$ cat src/rtl/catm_pkg.sv
`timescale 1ns / 1ps
// ----------------------------------------------------------------------------
// catm_pkg
// types and constants shared by the calendar alarm matcher cells and top level
// ----------------------------------------------------------------------------
package catm_pkg;

  localparam int unsigned EntryCountDef = 8;
  localparam int unsigned MaxFires      = 8;
  localparam int unsigned FireCntW      = $clog2(MaxFires + 1);

  // a pattern field at or above its limit matches anything
  localparam logic [5:0] MinuteWild    = 6'd60;
  localparam logic [4:0] HourWild      = 5'd24;
  localparam logic [2:0] WeekdayWild   = 3'd7;
  localparam logic [4:0] DayWild       = 5'd31;
  localparam logic [3:0] MonthWild     = 4'd12;
  localparam logic [7:0] RepeatForever = 8'd255;

  typedef struct packed {
    logic [5:0] minute;
    logic [4:0] hour;
    logic [2:0] weekday;
    logic [4:0] day;
    logic [3:0] month;
    logic [4:0] month_length;
  } tick_t;

  typedef struct packed {
    logic [5:0] minute;
    logic [4:0] hour;
    logic [2:0] weekday;
    logic [4:0] day;
    logic [3:0] month;
    logic [7:0] tag;
  } pattern_t;

  // scan token handed from cell to cell, with the firings counted so far
  typedef struct packed {
    logic                tok;
    logic [FireCntW-1:0] cnt;
  } link_t;

  typedef enum logic [2:0] {
    StIdle  = 3'b001,
    StScan  = 3'b010,
    StFlush = 3'b100
  } state_e;

endpackage

$ cat src/rtl/catm_cell.sv
`timescale 1ns / 1ps
// ----------------------------------------------------------------------------
// catm_cell
// one alarm entry: pattern, repeat count, enable and the passing scan token
// ----------------------------------------------------------------------------
module catm_cell (
  input  logic               clk_i,
  input  logic               rst_ni,
  input  logic               adv_i,
  input  logic               wr_i,
  input  catm_pkg::pattern_t wr_pat_i,
  input  logic               wr_en_i,
  input  logic [7:0]         wr_rep_i,
  input  catm_pkg::tick_t    tick_i,
  input  catm_pkg::link_t    link_i,
  output catm_pkg::link_t    link_o,
  output logic               hit_o,
  output logic [7:0]         tag_o
);

  catm_pkg::pattern_t                pat_q;
  logic [7:0]                        rep_q, rep_d;
  logic                              active_q, active_d;
  logic                              tok_q;
  logic [catm_pkg::FireCntW-1:0]     cnt_q;

  logic [4:0] last_day, day_clamp, win_lo, win_hi;
  logic [5:0] day_plus3;
  logic       m_min, m_hour, m_wday, m_day, m_month, match;

  always_comb begin
    last_day  = (tick_i.month_length == 5'd0) ? 5'd0 : tick_i.month_length - 5'd1;
    day_clamp = (pat_q.day < last_day) ? pat_q.day : last_day;
    day_plus3 = {1'b0, day_clamp} + 6'd3;
    // window of up to seven days around the clamped pattern day
    if (day_clamp <= 5'd3) begin
      win_lo = 5'd0;
      win_hi = 5'd6;
    end else if (day_plus3 >= {1'b0, last_day}) begin
      win_lo = (last_day >= 5'd6) ? last_day - 5'd6 : 5'd0;
      win_hi = last_day;
    end else begin
      win_lo = day_clamp - 5'd3;
      win_hi = day_clamp + 5'd3;
    end

    m_min   = (pat_q.minute >= catm_pkg::MinuteWild) || (pat_q.minute == tick_i.minute);
    m_hour  = (pat_q.hour >= catm_pkg::HourWild) || (pat_q.hour == tick_i.hour);
    m_wday  = (pat_q.weekday >= catm_pkg::WeekdayWild) || (pat_q.weekday == tick_i.weekday);
    m_month = (pat_q.month >= catm_pkg::MonthWild) || (pat_q.month == tick_i.month);
    if (pat_q.day >= catm_pkg::DayWild) begin
      m_day = 1'b1;
    end else if (pat_q.weekday < catm_pkg::WeekdayWild) begin
      m_day = (tick_i.day >= win_lo) && (tick_i.day <= win_hi);
    end else begin
      m_day = (day_clamp == tick_i.day);
    end
    match = m_min && m_hour && m_wday && m_day && m_month;
  end

  assign hit_o       = tok_q && active_q && match &&
                       (cnt_q < catm_pkg::FireCntW'(catm_pkg::MaxFires));
  assign tag_o       = pat_q.tag;
  assign link_o.tok  = tok_q;
  assign link_o.cnt  = cnt_q + catm_pkg::FireCntW'(hit_o);

  always_comb begin
    active_d = active_q;
    rep_d    = rep_q;
    if (wr_i) begin
      active_d = wr_en_i;
      rep_d    = wr_rep_i;
    end else if (hit_o && adv_i) begin
      if (rep_q == 8'd0) begin
        active_d = 1'b0;
      end else if (rep_q != catm_pkg::RepeatForever) begin
        rep_d = rep_q - 8'd1;
      end
    end
  end

  always_ff @(posedge clk_i or negedge rst_ni) begin
    if (!rst_ni) begin
      tok_q    <= 1'b0;
      active_q <= 1'b0;
    end else begin
      active_q <= active_d;
      if (adv_i) begin
        tok_q <= link_i.tok;
      end
    end
  end

  always_ff @(posedge clk_i) begin
    rep_q <= rep_d;
    if (adv_i) begin
      cnt_q <= link_i.cnt;
    end
    if (wr_i) begin
      pat_q <= wr_pat_i;
    end
  end

endmodule

$ cat src/rtl/calendar_alarm_table_matcher_top.sv
`timescale 1ns / 1ps
// ----------------------------------------------------------------------------
// calendar_alarm_table_matcher_top
// alarm table matcher built as a row of entry cells walked by a scan token
// ----------------------------------------------------------------------------
// A write item loads one entry. A tick item sends a token down the row of
// ENTRY_COUNT cells, one cell per cycle while the row is not frozen, and
// each matching enabled entry reports its index and tag in index order; the
// last report of a tick carries last_fired. A tick keeps the input stalled
// through its scan and flush, and longer while the output side stalls a
// waiting report, since one result is held back until the next is known.
// ----------------------------------------------------------------------------
module calendar_alarm_table_matcher_top #(
  parameter int unsigned ENTRY_COUNT = catm_pkg::EntryCountDef
) (
  input  logic       clk_i,
  input  logic       rst_ni,
  input  logic       in_valid_i,
  output logic       in_stall_o,
  input  logic       kind_i,
  input  logic [2:0] entry_index_i,
  input  logic [5:0] minute_i,
  input  logic [4:0] hour_i,
  input  logic [2:0] weekday_i,
  input  logic [4:0] day_of_month_i,
  input  logic [3:0] month_number_i,
  input  logic [4:0] month_length_i,
  input  logic       entry_enable_i,
  input  logic [7:0] repeat_count_i,
  input  logic [7:0] entry_tag_i,
  output logic       out_valid_o,
  input  logic       out_stall_i,
  output logic [2:0] fired_index_o,
  output logic [7:0] fired_tag_o,
  output logic       last_fired_o
);

  catm_pkg::state_e   state_q, state_d;
  catm_pkg::tick_t    tick_q;
  catm_pkg::pattern_t wr_pat;
  catm_pkg::link_t    link [ENTRY_COUNT+1];

  logic [ENTRY_COUNT-1:0] hit;
  logic [7:0]             tag [ENTRY_COUNT];
  logic [ENTRY_COUNT-1:0] wr_sel;

  logic       in_xfer, tick_xfer, wr_xfer;
  logic       hit_any, scan_end, adv, out_free;
  logic [2:0] hit_idx;
  logic [7:0] hit_tag;
  logic       pend_valid_q, pend_valid_d;
  logic [2:0] pend_idx_q;
  logic [7:0] pend_tag_q;
  logic       out_valid_q, out_valid_d;
  logic       push_scan, push_flush;
  logic [2:0] out_idx_q;
  logic [7:0] out_tag_q;
  logic       out_last_q;

  assign in_xfer   = in_valid_i && !in_stall_o;
  assign tick_xfer = in_xfer && !kind_i;
  assign wr_xfer   = in_xfer && kind_i;

  assign wr_pat = '{minute:  minute_i,
                    hour:    hour_i,
                    weekday: weekday_i,
                    day:     day_of_month_i,
                    month:   month_number_i,
                    tag:     entry_tag_i};

  assign link[0] = '{tok: tick_xfer, cnt: '0};

  for (genvar g = 0; g < ENTRY_COUNT; g++) begin : g_cell
    assign wr_sel[g] = wr_xfer && (32'(entry_index_i) == g);
    catm_cell u_cell (
      .clk_i    (clk_i),
      .rst_ni   (rst_ni),
      .adv_i    (adv),
      .wr_i     (wr_sel[g]),
      .wr_pat_i (wr_pat),
      .wr_en_i  (entry_enable_i),
      .wr_rep_i (repeat_count_i),
      .tick_i   (tick_q),
      .link_i   (link[g]),
      .link_o   (link[g+1]),
      .hit_o    (hit[g]),
      .tag_o    (tag[g])
    );
  end

  // only the cell holding the token can hit
  always_comb begin
    hit_idx = '0;
    hit_tag = '0;
    for (int i = 0; i < ENTRY_COUNT; i++) begin
      if (hit[i]) begin
        hit_idx = hit_idx | 3'(i);
        hit_tag = hit_tag | tag[i];
      end
    end
  end

  assign hit_any  = |hit;
  assign scan_end = link[ENTRY_COUNT].tok;
  assign out_free = !out_valid_q || !out_stall_i;
  // freeze the row when a new hit needs the held result pushed out and the output is not free
  assign adv      = !(hit_any && pend_valid_q && !out_free);

  assign push_scan  = adv && hit_any && pend_valid_q;
  assign push_flush = (state_q == catm_pkg::StFlush) && pend_valid_q && out_free;

  always_comb begin
    state_d      = state_q;
    pend_valid_d = pend_valid_q;
    case (state_q)
      catm_pkg::StIdle: begin
        if (tick_xfer) begin
          state_d = catm_pkg::StScan;
        end
      end
      catm_pkg::StScan: begin
        if (adv && hit_any) begin
          pend_valid_d = 1'b1;
        end
        if (adv && scan_end) begin
          state_d = catm_pkg::StFlush;
        end
      end
      catm_pkg::StFlush: begin
        if (!pend_valid_q || out_free) begin
          state_d      = catm_pkg::StIdle;
          pend_valid_d = 1'b0;
        end
      end
      default: begin
        state_d = catm_pkg::StIdle;
      end
    endcase
  end

  assign out_valid_d = push_scan || push_flush || (out_valid_q && out_stall_i);

  always_ff @(posedge clk_i or negedge rst_ni) begin
    if (!rst_ni) begin
      state_q      <= catm_pkg::StIdle;
      pend_valid_q <= 1'b0;
      out_valid_q  <= 1'b0;
    end else begin
      state_q      <= state_d;
      pend_valid_q <= pend_valid_d;
      out_valid_q  <= out_valid_d;
    end
  end

  always_ff @(posedge clk_i) begin
    if (tick_xfer) begin
      tick_q <= '{minute:       minute_i,
                  hour:         hour_i,
                  weekday:      weekday_i,
                  day:          day_of_month_i,
                  month:        month_number_i,
                  month_length: month_length_i};
    end
    if (adv && hit_any) begin
      pend_idx_q <= hit_idx;
      pend_tag_q <= hit_tag;
    end
    if (push_scan || push_flush) begin
      out_idx_q  <= pend_idx_q;
      out_tag_q  <= pend_tag_q;
      out_last_q <= push_flush;
    end
  end

  assign in_stall_o    = (state_q != catm_pkg::StIdle);
  assign out_valid_o   = out_valid_q;
  assign fired_index_o = out_idx_q;
  assign fired_tag_o   = out_tag_q;
  assign last_fired_o  = out_last_q;

endmodule

$ cat config.mk
export PLATFORM = sky130hd
export DESIGN_NAME = calendar_alarm_table_matcher_top
export DESIGN_NICKNAME = d
export VERILOG_FILES = /design/src/rtl/catm_pkg.sv /design/src/rtl/catm_cell.sv /design/src/rtl/calendar_alarm_table_matcher_top.sv
export SDC_FILE = /design/constraint.sdc
export NUM_CORES = 1
export LEC_CHECK = 0
export ABC_AREA = 1
export BUFFER_PORTS_ARGS = -buffer_cell sky130_fd_sc_hd__buf_2
export CAP_MARGIN = 20
export CORE_MARGIN = 4
export CORE_UTILIZATION = 48
export CTS_CLUSTER_DIAMETER = 150
export CTS_CLUSTER_SIZE = 16
export DETAILED_ROUTE_END_ITERATION = 12
export RECOVER_POWER = 50
export SYNTH_ARGS = -nofsm -noshare
export SYNTH_HDL_FRONTEND = slang
export SYNTH_SLANG_ARGS = --single-unit
$ cat constraint.sdc
create_clock -name clk_i -period 13.7 [get_ports clk_i]
set_input_delay 2.74 -clock clk_i [delete_from_list [all_inputs] [get_ports clk_i]]
set_output_delay 2.74 -clock clk_i [all_outputs]
set_load 0.05 [all_outputs]
After elaboration in Yosys (flattened, before gate mapping)
Cells that the tools add are included.
Word-level totals
  register bits after elaboration: 409
  bits of input ports: 53
  output and inout port bits: 14
  logic and storage cells: 631
Cells by class
  add/sub/neg operators: 40
  order comparisons: 96
  eq/ne operators: 71
  muxes and demuxes: 133
  bitwise logic cells: 7
  reduce and logical (&&, ||, !) cells: 189
Operator list (number)
  8-bit two-way mux: 40
  5-bit two-way mux: 42
  1-bit logical AND: 90
  5-bit equality test: 16
  5-bit greater-or-equal comparator (second input constant): 16
  8-bit zero test: 8
  8-bit != test (second input constant): 8
  8-bit by 1-bit subtractor with 8-bit output (second input constant): 8
  8-bit bitwise OR: 7
  2-bit nonzero test: 25
  5-bit by 2-bit adder with 6-bit output (second input constant): 8
  6-bit equality test: 8
  6-bit by 5-bit greater-or-equal comparator with 1-bit output: 8
  6-bit greater-or-equal comparator (second input constant): 8
  1-bit two-way mux: 44
  5-bit by 2-bit adder with 5-bit output (second input constant): 8
  5-bit greater-or-equal comparator: 8
  5-bit by 2-bit <= comparator with 1-bit output (second input constant): 8
  5-bit <= comparator: 8
  5-bit < comparator: 8
  5-bit by 2-bit subtractor with 5-bit output (second input constant): 8
  1-bit logical OR: 36
  4-bit equality test: 8
  4-bit greater-or-equal comparator (second input constant): 8
  other kinds (28): 100

Logic depth before layout (Yosys ltp)
  depth in word-level cells: 30
  mapped depth: 49
  gate-level depth less buffers: 47

By module
A second synthesis with hierarchy kept.
Second synthesis, totals
  cells, all modules: 3302
  area total of the unflattened synthesis: 29935.0 sq um
Modules (own cells, without submodules)
  catm_cell at g_cell[1].u_cell ...: instances 5, cells an instance 387, area an instance 3407.0 sq um, seq. area each 1341.3 sq um
  catm_cell at g_cell[0].u_cell: instances 1, cells an instance 383, area an instance 3547.2 sq um, seq. area each 1341.3 sq um
  catm_cell at g_cell[7].u_cell: instances 1, cells an instance 392, area an instance 3479.6 sq um, seq. area each 1341.3 sq um
  catm_cell at g_cell[6].u_cell: instances 1, cells an instance 394, area an instance 3454.6 sq um, seq. area each 1341.3 sq um
  calendar_alarm_table_matcher_top: instances 1, cells an instance 198, area an instance 2418.6 sq um, seq. area each 1657.8 sq um

Least setup slack after synthesis
No wires, ideal clock.
  kind: register -> register
  from: register tick_q[0] (netlist name)
  to: register g_cell[2].u_cell.rep_q[0], enable pin
  library setup time: 374 ps
  arrival: 6714 ps
  data required time: 13326 ps
  path slack: 6613 ps
  stages on the path, launching flop included: 46
  buffers on the path: 6
  period minus slack after synthesis: 7087 ps
  cell sequence: edfxtp_1 inv_2 buf_6 ha_1 inv_1 nor2_1 nand2_2 buf_6 nand2_1 clkbuf_1 ha_1 nand2_1 nor2_1 nor2_1 clkbuf_1 nand3_1 nand2_1 inv_1 [10 not listed] a21oi_1 o21ai_1 ha_1 nand4_1 o221ai_1 o21ai_0 nand3_1 o21ai_0 inv_1 nand2_1 nand2_1 nand2_1 nor2_2 nand2_4 nand2_8 buf_6 nand2_1 o21ai_1
Between the ends
  longest elaborated chain between the ends: 23
  elaborated cells between the ends (all ways): 180
  those cells by class: add/sub (26); order compare (41); eq/ne (8); mux (58); reduce/logical (47)
Ends and longest elaborated chain
  start: declaration: RTL line calendar_alarm_table_matcher_top.sv:39  | catm_pkg::tick_t tick_q;
  start signal: assignment: RTL line calendar_alarm_table_matcher_top.sv:157  | tick_q <= '{minute: minute_i,
  5-bit by 1-bit subtractor with 5-bit output or 5-bit zero test (tied branches): RTL line catm_cell.sv:32  | last_day = (tick_i.month_length == 5'd0) ? 5'd0 : tick_i.month_length - 5'd1;
  5-bit two-way mux *: RTL line catm_cell.sv:32
  5-bit < comparator: RTL line catm_cell.sv:33  | day_clamp = (pat_q.day < last_day) ? pat_q.day : last_day;
  5-bit two-way mux: RTL line catm_cell.sv:33
  5-bit by 2-bit adder with 6-bit output: RTL line catm_cell.sv:34  | day_plus3 = {1'b0, day_clamp} + 6'd3;
  6-bit by 5-bit greater-or-equal comparator with 1-bit output: RTL line catm_cell.sv:39  | end else if (day_plus3 >= {1'b0, last_day}) begin
  5-bit two-way mux: RTL line catm_cell.sv:39
  5-bit two-way mux: RTL line catm_cell.sv:36  | if (day_clamp <= 5'd3) begin
  [4 not listed]
  1-bit logical AND (2 in series): RTL line catm_cell.sv:58  | match = m_min && m_hour && m_wday && m_day && m_month;
  1-bit logical AND (2 in series): RTL line catm_cell.sv:61  | assign hit_o = tok_q && active_q && match &&
  8-bit OR reduction: RTL line calendar_alarm_table_matcher_top.sv:103  | assign hit_any = |hit;
  1-bit logical AND (2 in series): RTL line calendar_alarm_table_matcher_top.sv:107  | assign adv = !(hit_any && pend_valid_q && !out_free);
  1-bit zero test: RTL line calendar_alarm_table_matcher_top.sv:107
  1-bit logical AND *: RTL line catm_cell.sv:73  | end else if (hit_o && adv_i) begin
  2-bit nonzero test (no line) *
  3-bit AND reduction (no line) *
  end signal: assignment: RTL line catm_cell.sv:95  | rep_q <= rep_d;
  end: declaration: RTL line catm_cell.sv:22  | logic [7:0] rep_q, rep_d;
Every way passes the cells marked *; elsewhere a longest branch is shown, timed or not.
A chain may end at the register's enable or synchronous reset.

Worst setup path in the final report
  from: register tick_q[0] (netlist name)
  to: register out_tag_q[6] (netlist: fired_tag_o[6]), enable pin
Between the ends
  longest elaborated chain between the ends: 23
  elaborated cells between the ends (all ways): 180
  those cells by class: add/sub (26); order compare (41); eq/ne (8); mux (58); reduce/logical (47)
Ends and longest elaborated chain
  5-bit by 1-bit subtractor with 5-bit output or 5-bit zero test (tied branches): RTL line catm_cell.sv:32
  5-bit two-way mux *: RTL line catm_cell.sv:32
  5-bit < comparator: RTL line catm_cell.sv:33
  5-bit two-way mux: RTL line catm_cell.sv:33
  5-bit by 2-bit adder with 6-bit output: RTL line catm_cell.sv:34
  6-bit by 5-bit greater-or-equal comparator with 1-bit output: RTL line catm_cell.sv:39
  5-bit two-way mux: RTL line catm_cell.sv:39
  5-bit two-way mux: RTL line catm_cell.sv:36
  [3 not listed]
  1-bit two-way mux: RTL line catm_cell.sv:51  | if (pat_q.day >= catm_pkg::DayWild) begin
  1-bit logical AND (2 in series): RTL line catm_cell.sv:58
  1-bit logical AND (2 in series): RTL line catm_cell.sv:61
  8-bit OR reduction *: RTL line calendar_alarm_table_matcher_top.sv:103
  1-bit logical AND (2 in series): RTL line calendar_alarm_table_matcher_top.sv:107
  1-bit zero test: RTL line calendar_alarm_table_matcher_top.sv:107
  1-bit logical AND * (2 in series): RTL line calendar_alarm_table_matcher_top.sv:109  | assign push_scan = adv && hit_any && pend_valid_q;
  1-bit logical OR *: RTL line calendar_alarm_table_matcher_top.sv:168  | if (push_scan || push_flush) begin
  end signal: assignment: RTL line calendar_alarm_table_matcher_top.sv:170  | out_tag_q <= pend_tag_q;
  end: declaration: RTL line calendar_alarm_table_matcher_top.sv:57  | logic [7:0] out_tag_q;
Marks and branches as above.

==> impl_metrics.ini <==
[run_status]
status = complete, but fails checks
violations = max-capacitance violations, max-slew violations

[floorplan]
std_cell_rows = 83
fp.dieW_um = 237
initial_core_util_pct = 48.7
ios = 67
core_um2 = 51500
die_area_um2 = 56000
dieHeight_um = 237

[sta]
setup_viol = 0
fin_skew_ns = 0.0382
fmax_mhz = 110
finalCriticalPeriod_ns = 9.07
worst_pin_slew_ns = 2.83
finalCritPeriodShare_pct = 66.2
rsz0062_at_grt = no
tns_ns = 0
max-slew-margin-rel_pct = -88.7
fin_ws_ns = 4.63
hold_viol = 0
maxSlewViolCount = 145

[clocking]
clkLatencyLatePin_ns = 0.58
cts_setup_buffers = 0
cts_tree = done
clock_sinks = 403
cts_max_level = 1
clk_pin_slew_ns = 0.09
clock_path_buffers = 3
root_buffer = clkbuf_16
post_cts_resized = 0
numCtsBuffers = 29
ctsHoldBuffers = 0

[detailed_routing]
m1WireLength_um = 29100
dr.pass1.iters = 6
dr.max_layer_used = met5
dr_wl_met2_um = 32400
viasPerCell = 5.60
drc = 0
post_drt_wl_per_cell_um = 19.6
vias = 19500
wl_um = 68300
wl_met3_um = 4270
ant_nets = 0
drt-initial-drc-count = 1601

[final_layout]
syn_to_final_growth_pct = 7.22
nets = 3041
final_area_um2 = 26900
nFillCells = 4762
final_core_util_pct = 52.2
drive_gt1_share_pct = 4.42

[critical_path]
cp.arrival_ns = 9.27
cpMostUsedCell = nand2_1
critPathKind = flip-flop to flip-flop
cp.required_ns = 13.90
cpPeakStageDelay_ns = 0.56
path_buf_inv = 10
regToRegStartpoint = tick_q[0]
critPathTopFamily = simple AND/OR/NAND/NOR gates
endpoint_kind = flip-flop
crit_path_start_kind = flip-flop
cp_max_fo = 24
slowest_stage = nor2_4
cp-startpoint = tick_q[0]

[synth]
synth_common_cells = nand2_1, edfxtp_1, inv_1
synth_cell_types = 53
synth.avg_cell_area_um2 = 9.18
synth.area.top_cells = edfxtp_1, ha_1, nand2_1, inv_1, nand3_1
ys_seq_area_share_pct = 47.8
ys_ff_latch = 403
synthFlopType = edfxtp_1
syn_nets = 2990
yosysTopAreaCell = edfxtp_1
async_flop_share_pct = 5.21
yosysMostFrequentCell = nand2_1
syn_inst = 2733
synth_area_um2 = 25100
synth-warning-count = 0
synth-edff-count = 382
synth.top_cell.area_share_pct = 45.7

[placed_design]
io_buffers = 66
gp_congestion = 0.900
place_ws_ns = 4.83
postPlaceCellArea_um2 = 26200
hpwl_um = 47200

[grt]
grt_overflow = 0
grt_start_max_net_pins = 52
track_usage_pct = 23.7
antenna_found_initial = 2
grt_pass1_wl_um = 105000
grt_pass1_vias = 18900

[worst_hold_path]
hold_path.class = flip-flop to flip-flop
min-delay-start = pend_tag_q[1]

[flow_run]
maxCapViolations = 4

[power_and_ir_drop]
peakVddDrop_mv = 0.0829
p_leak_uw = 0.0112
powerDensity_nw_per_um2 = 138
## path summary, 6_finish.rpt
kind                                             endpoint  slack [ns]  cells past startpoint
worst max-delay path                       fired_tag_o[6]        4.63                     42
worst min-delay path                       fired_tag_o[1]        0.43                      0
worst max register to register             fired_tag_o[6]        4.63                     42
worst min register to register             fired_tag_o[1]        0.43                      0
max in group asynchronous                    pend_valid_q       10.50                      1
min in group asynchronous       g_cell[0].u_cell.active_q        2.43                      1
## through the flow
step | power, µW | instances | hold slack [ns]
after CTS | 3730 | 3486 | 0.429
after global placement | 2860 | 3433 | 0.410
after detailed placement | 2920 | 3433 | 0.412
after floorplan | 2540 | 2733 | 0.400
after global routing | 4000 | 3486 | 0.438
final | 3710 | 3487 | 0.431
## registers in the layout, indices dropped and copies added (netlist names)
register / flops
fired_index_o: 3
fired_tag_o: 8
g_cell.u_cell.active_q: 8
g_cell.u_cell.cnt_q: 19
g_cell.u_cell.pat_q: 184
g_cell.u_cell.rep_q: 64
g_cell.u_cell.tag_o: 64
g_cell.u_cell.tok_q: 8
last_fired_o: 1
out_valid_o: 1
pend_idx_q: 3
pend_tag_q: 8
pend_valid_q: 1
state_q: 3
tick_q: 28
## kinds of logic (layout without fill, tap and decap cells)
group           count (synthesis)  count (layout)  share of synthesized area, %
compound gates                498             498                          11.3
xor+xnor                      163             163                          5.69
fa+ha+maj                     204             204                          10.2
buf+inv                       365             438                          5.71
flops                         403             403                          47.8
other cells                     0               1                             0
simple gates                 1100            1100                          19.3
## where the power goes
group	internal, µW	switching, µW	leakage [µW]	total [µW]
Combinational	526	942	0.00701	1470
Sequential	1400	37.0	0.00379	1430
Clock	400	410	0.000393	810
Total	2320	1390	0.0112	3710
## layout by cell type (no fill, tap or decap), types with 8 or more instances in the layout
cell type and instances:
ha_1 204, inv_1 292, o21a_1 19, a21boi_0 8, o22ai_1 19, o31ai_1 16
dfrtp_1 20, clkbuf_1 62, xnor2_1 54, buf_2 30, xor2_1 109, nor3_1 28
a21oi_1 151, o21bai_1 10, o211ai_1 8, a21o_1 10, o21ai_1 23, nand3b_1 16
buf_4 14, clkbuf_16 29, o311ai_0 9, edfxtp_1 382, o21ai_0 188, nand2_1 563
nand3_1 193, nor2_1 183, nand4_1 55, nand2_2 10, a31oi_1 8, a22o_1 9
## routing by layer
metal | up-vias | GRT usage [%]
li1 | 9568 | -
met1 | 9253 | 31.1
met2 | 548 | 40.9
met3 | 139 | 3.31
met4 | 2 | 7.40
met5 | - | 0
## final cells by class
| class | instances | area [µm²] | share of cell area [%] |
|---|---|---|---|
| Timing Repair Buffer | 84 | 405 | 1.51 |
| Tap cell | 680 | 851 | 3.16 |
| Clock inverter | 2 | 16.3 | 0.0605 |
| Multi-Input combinational cell | 1965 | 11700 | 43.5 |
| Antenna cell | 1 | 2.50 | 0.00930 |
| Sequential cell | 403 | 12000 | 44.6 |
| Clock buffer | 51 | 808 | 3.00 |
| Inverter | 301 | 1130 | 4.20 |
Power figures use the tool's default switching activity.
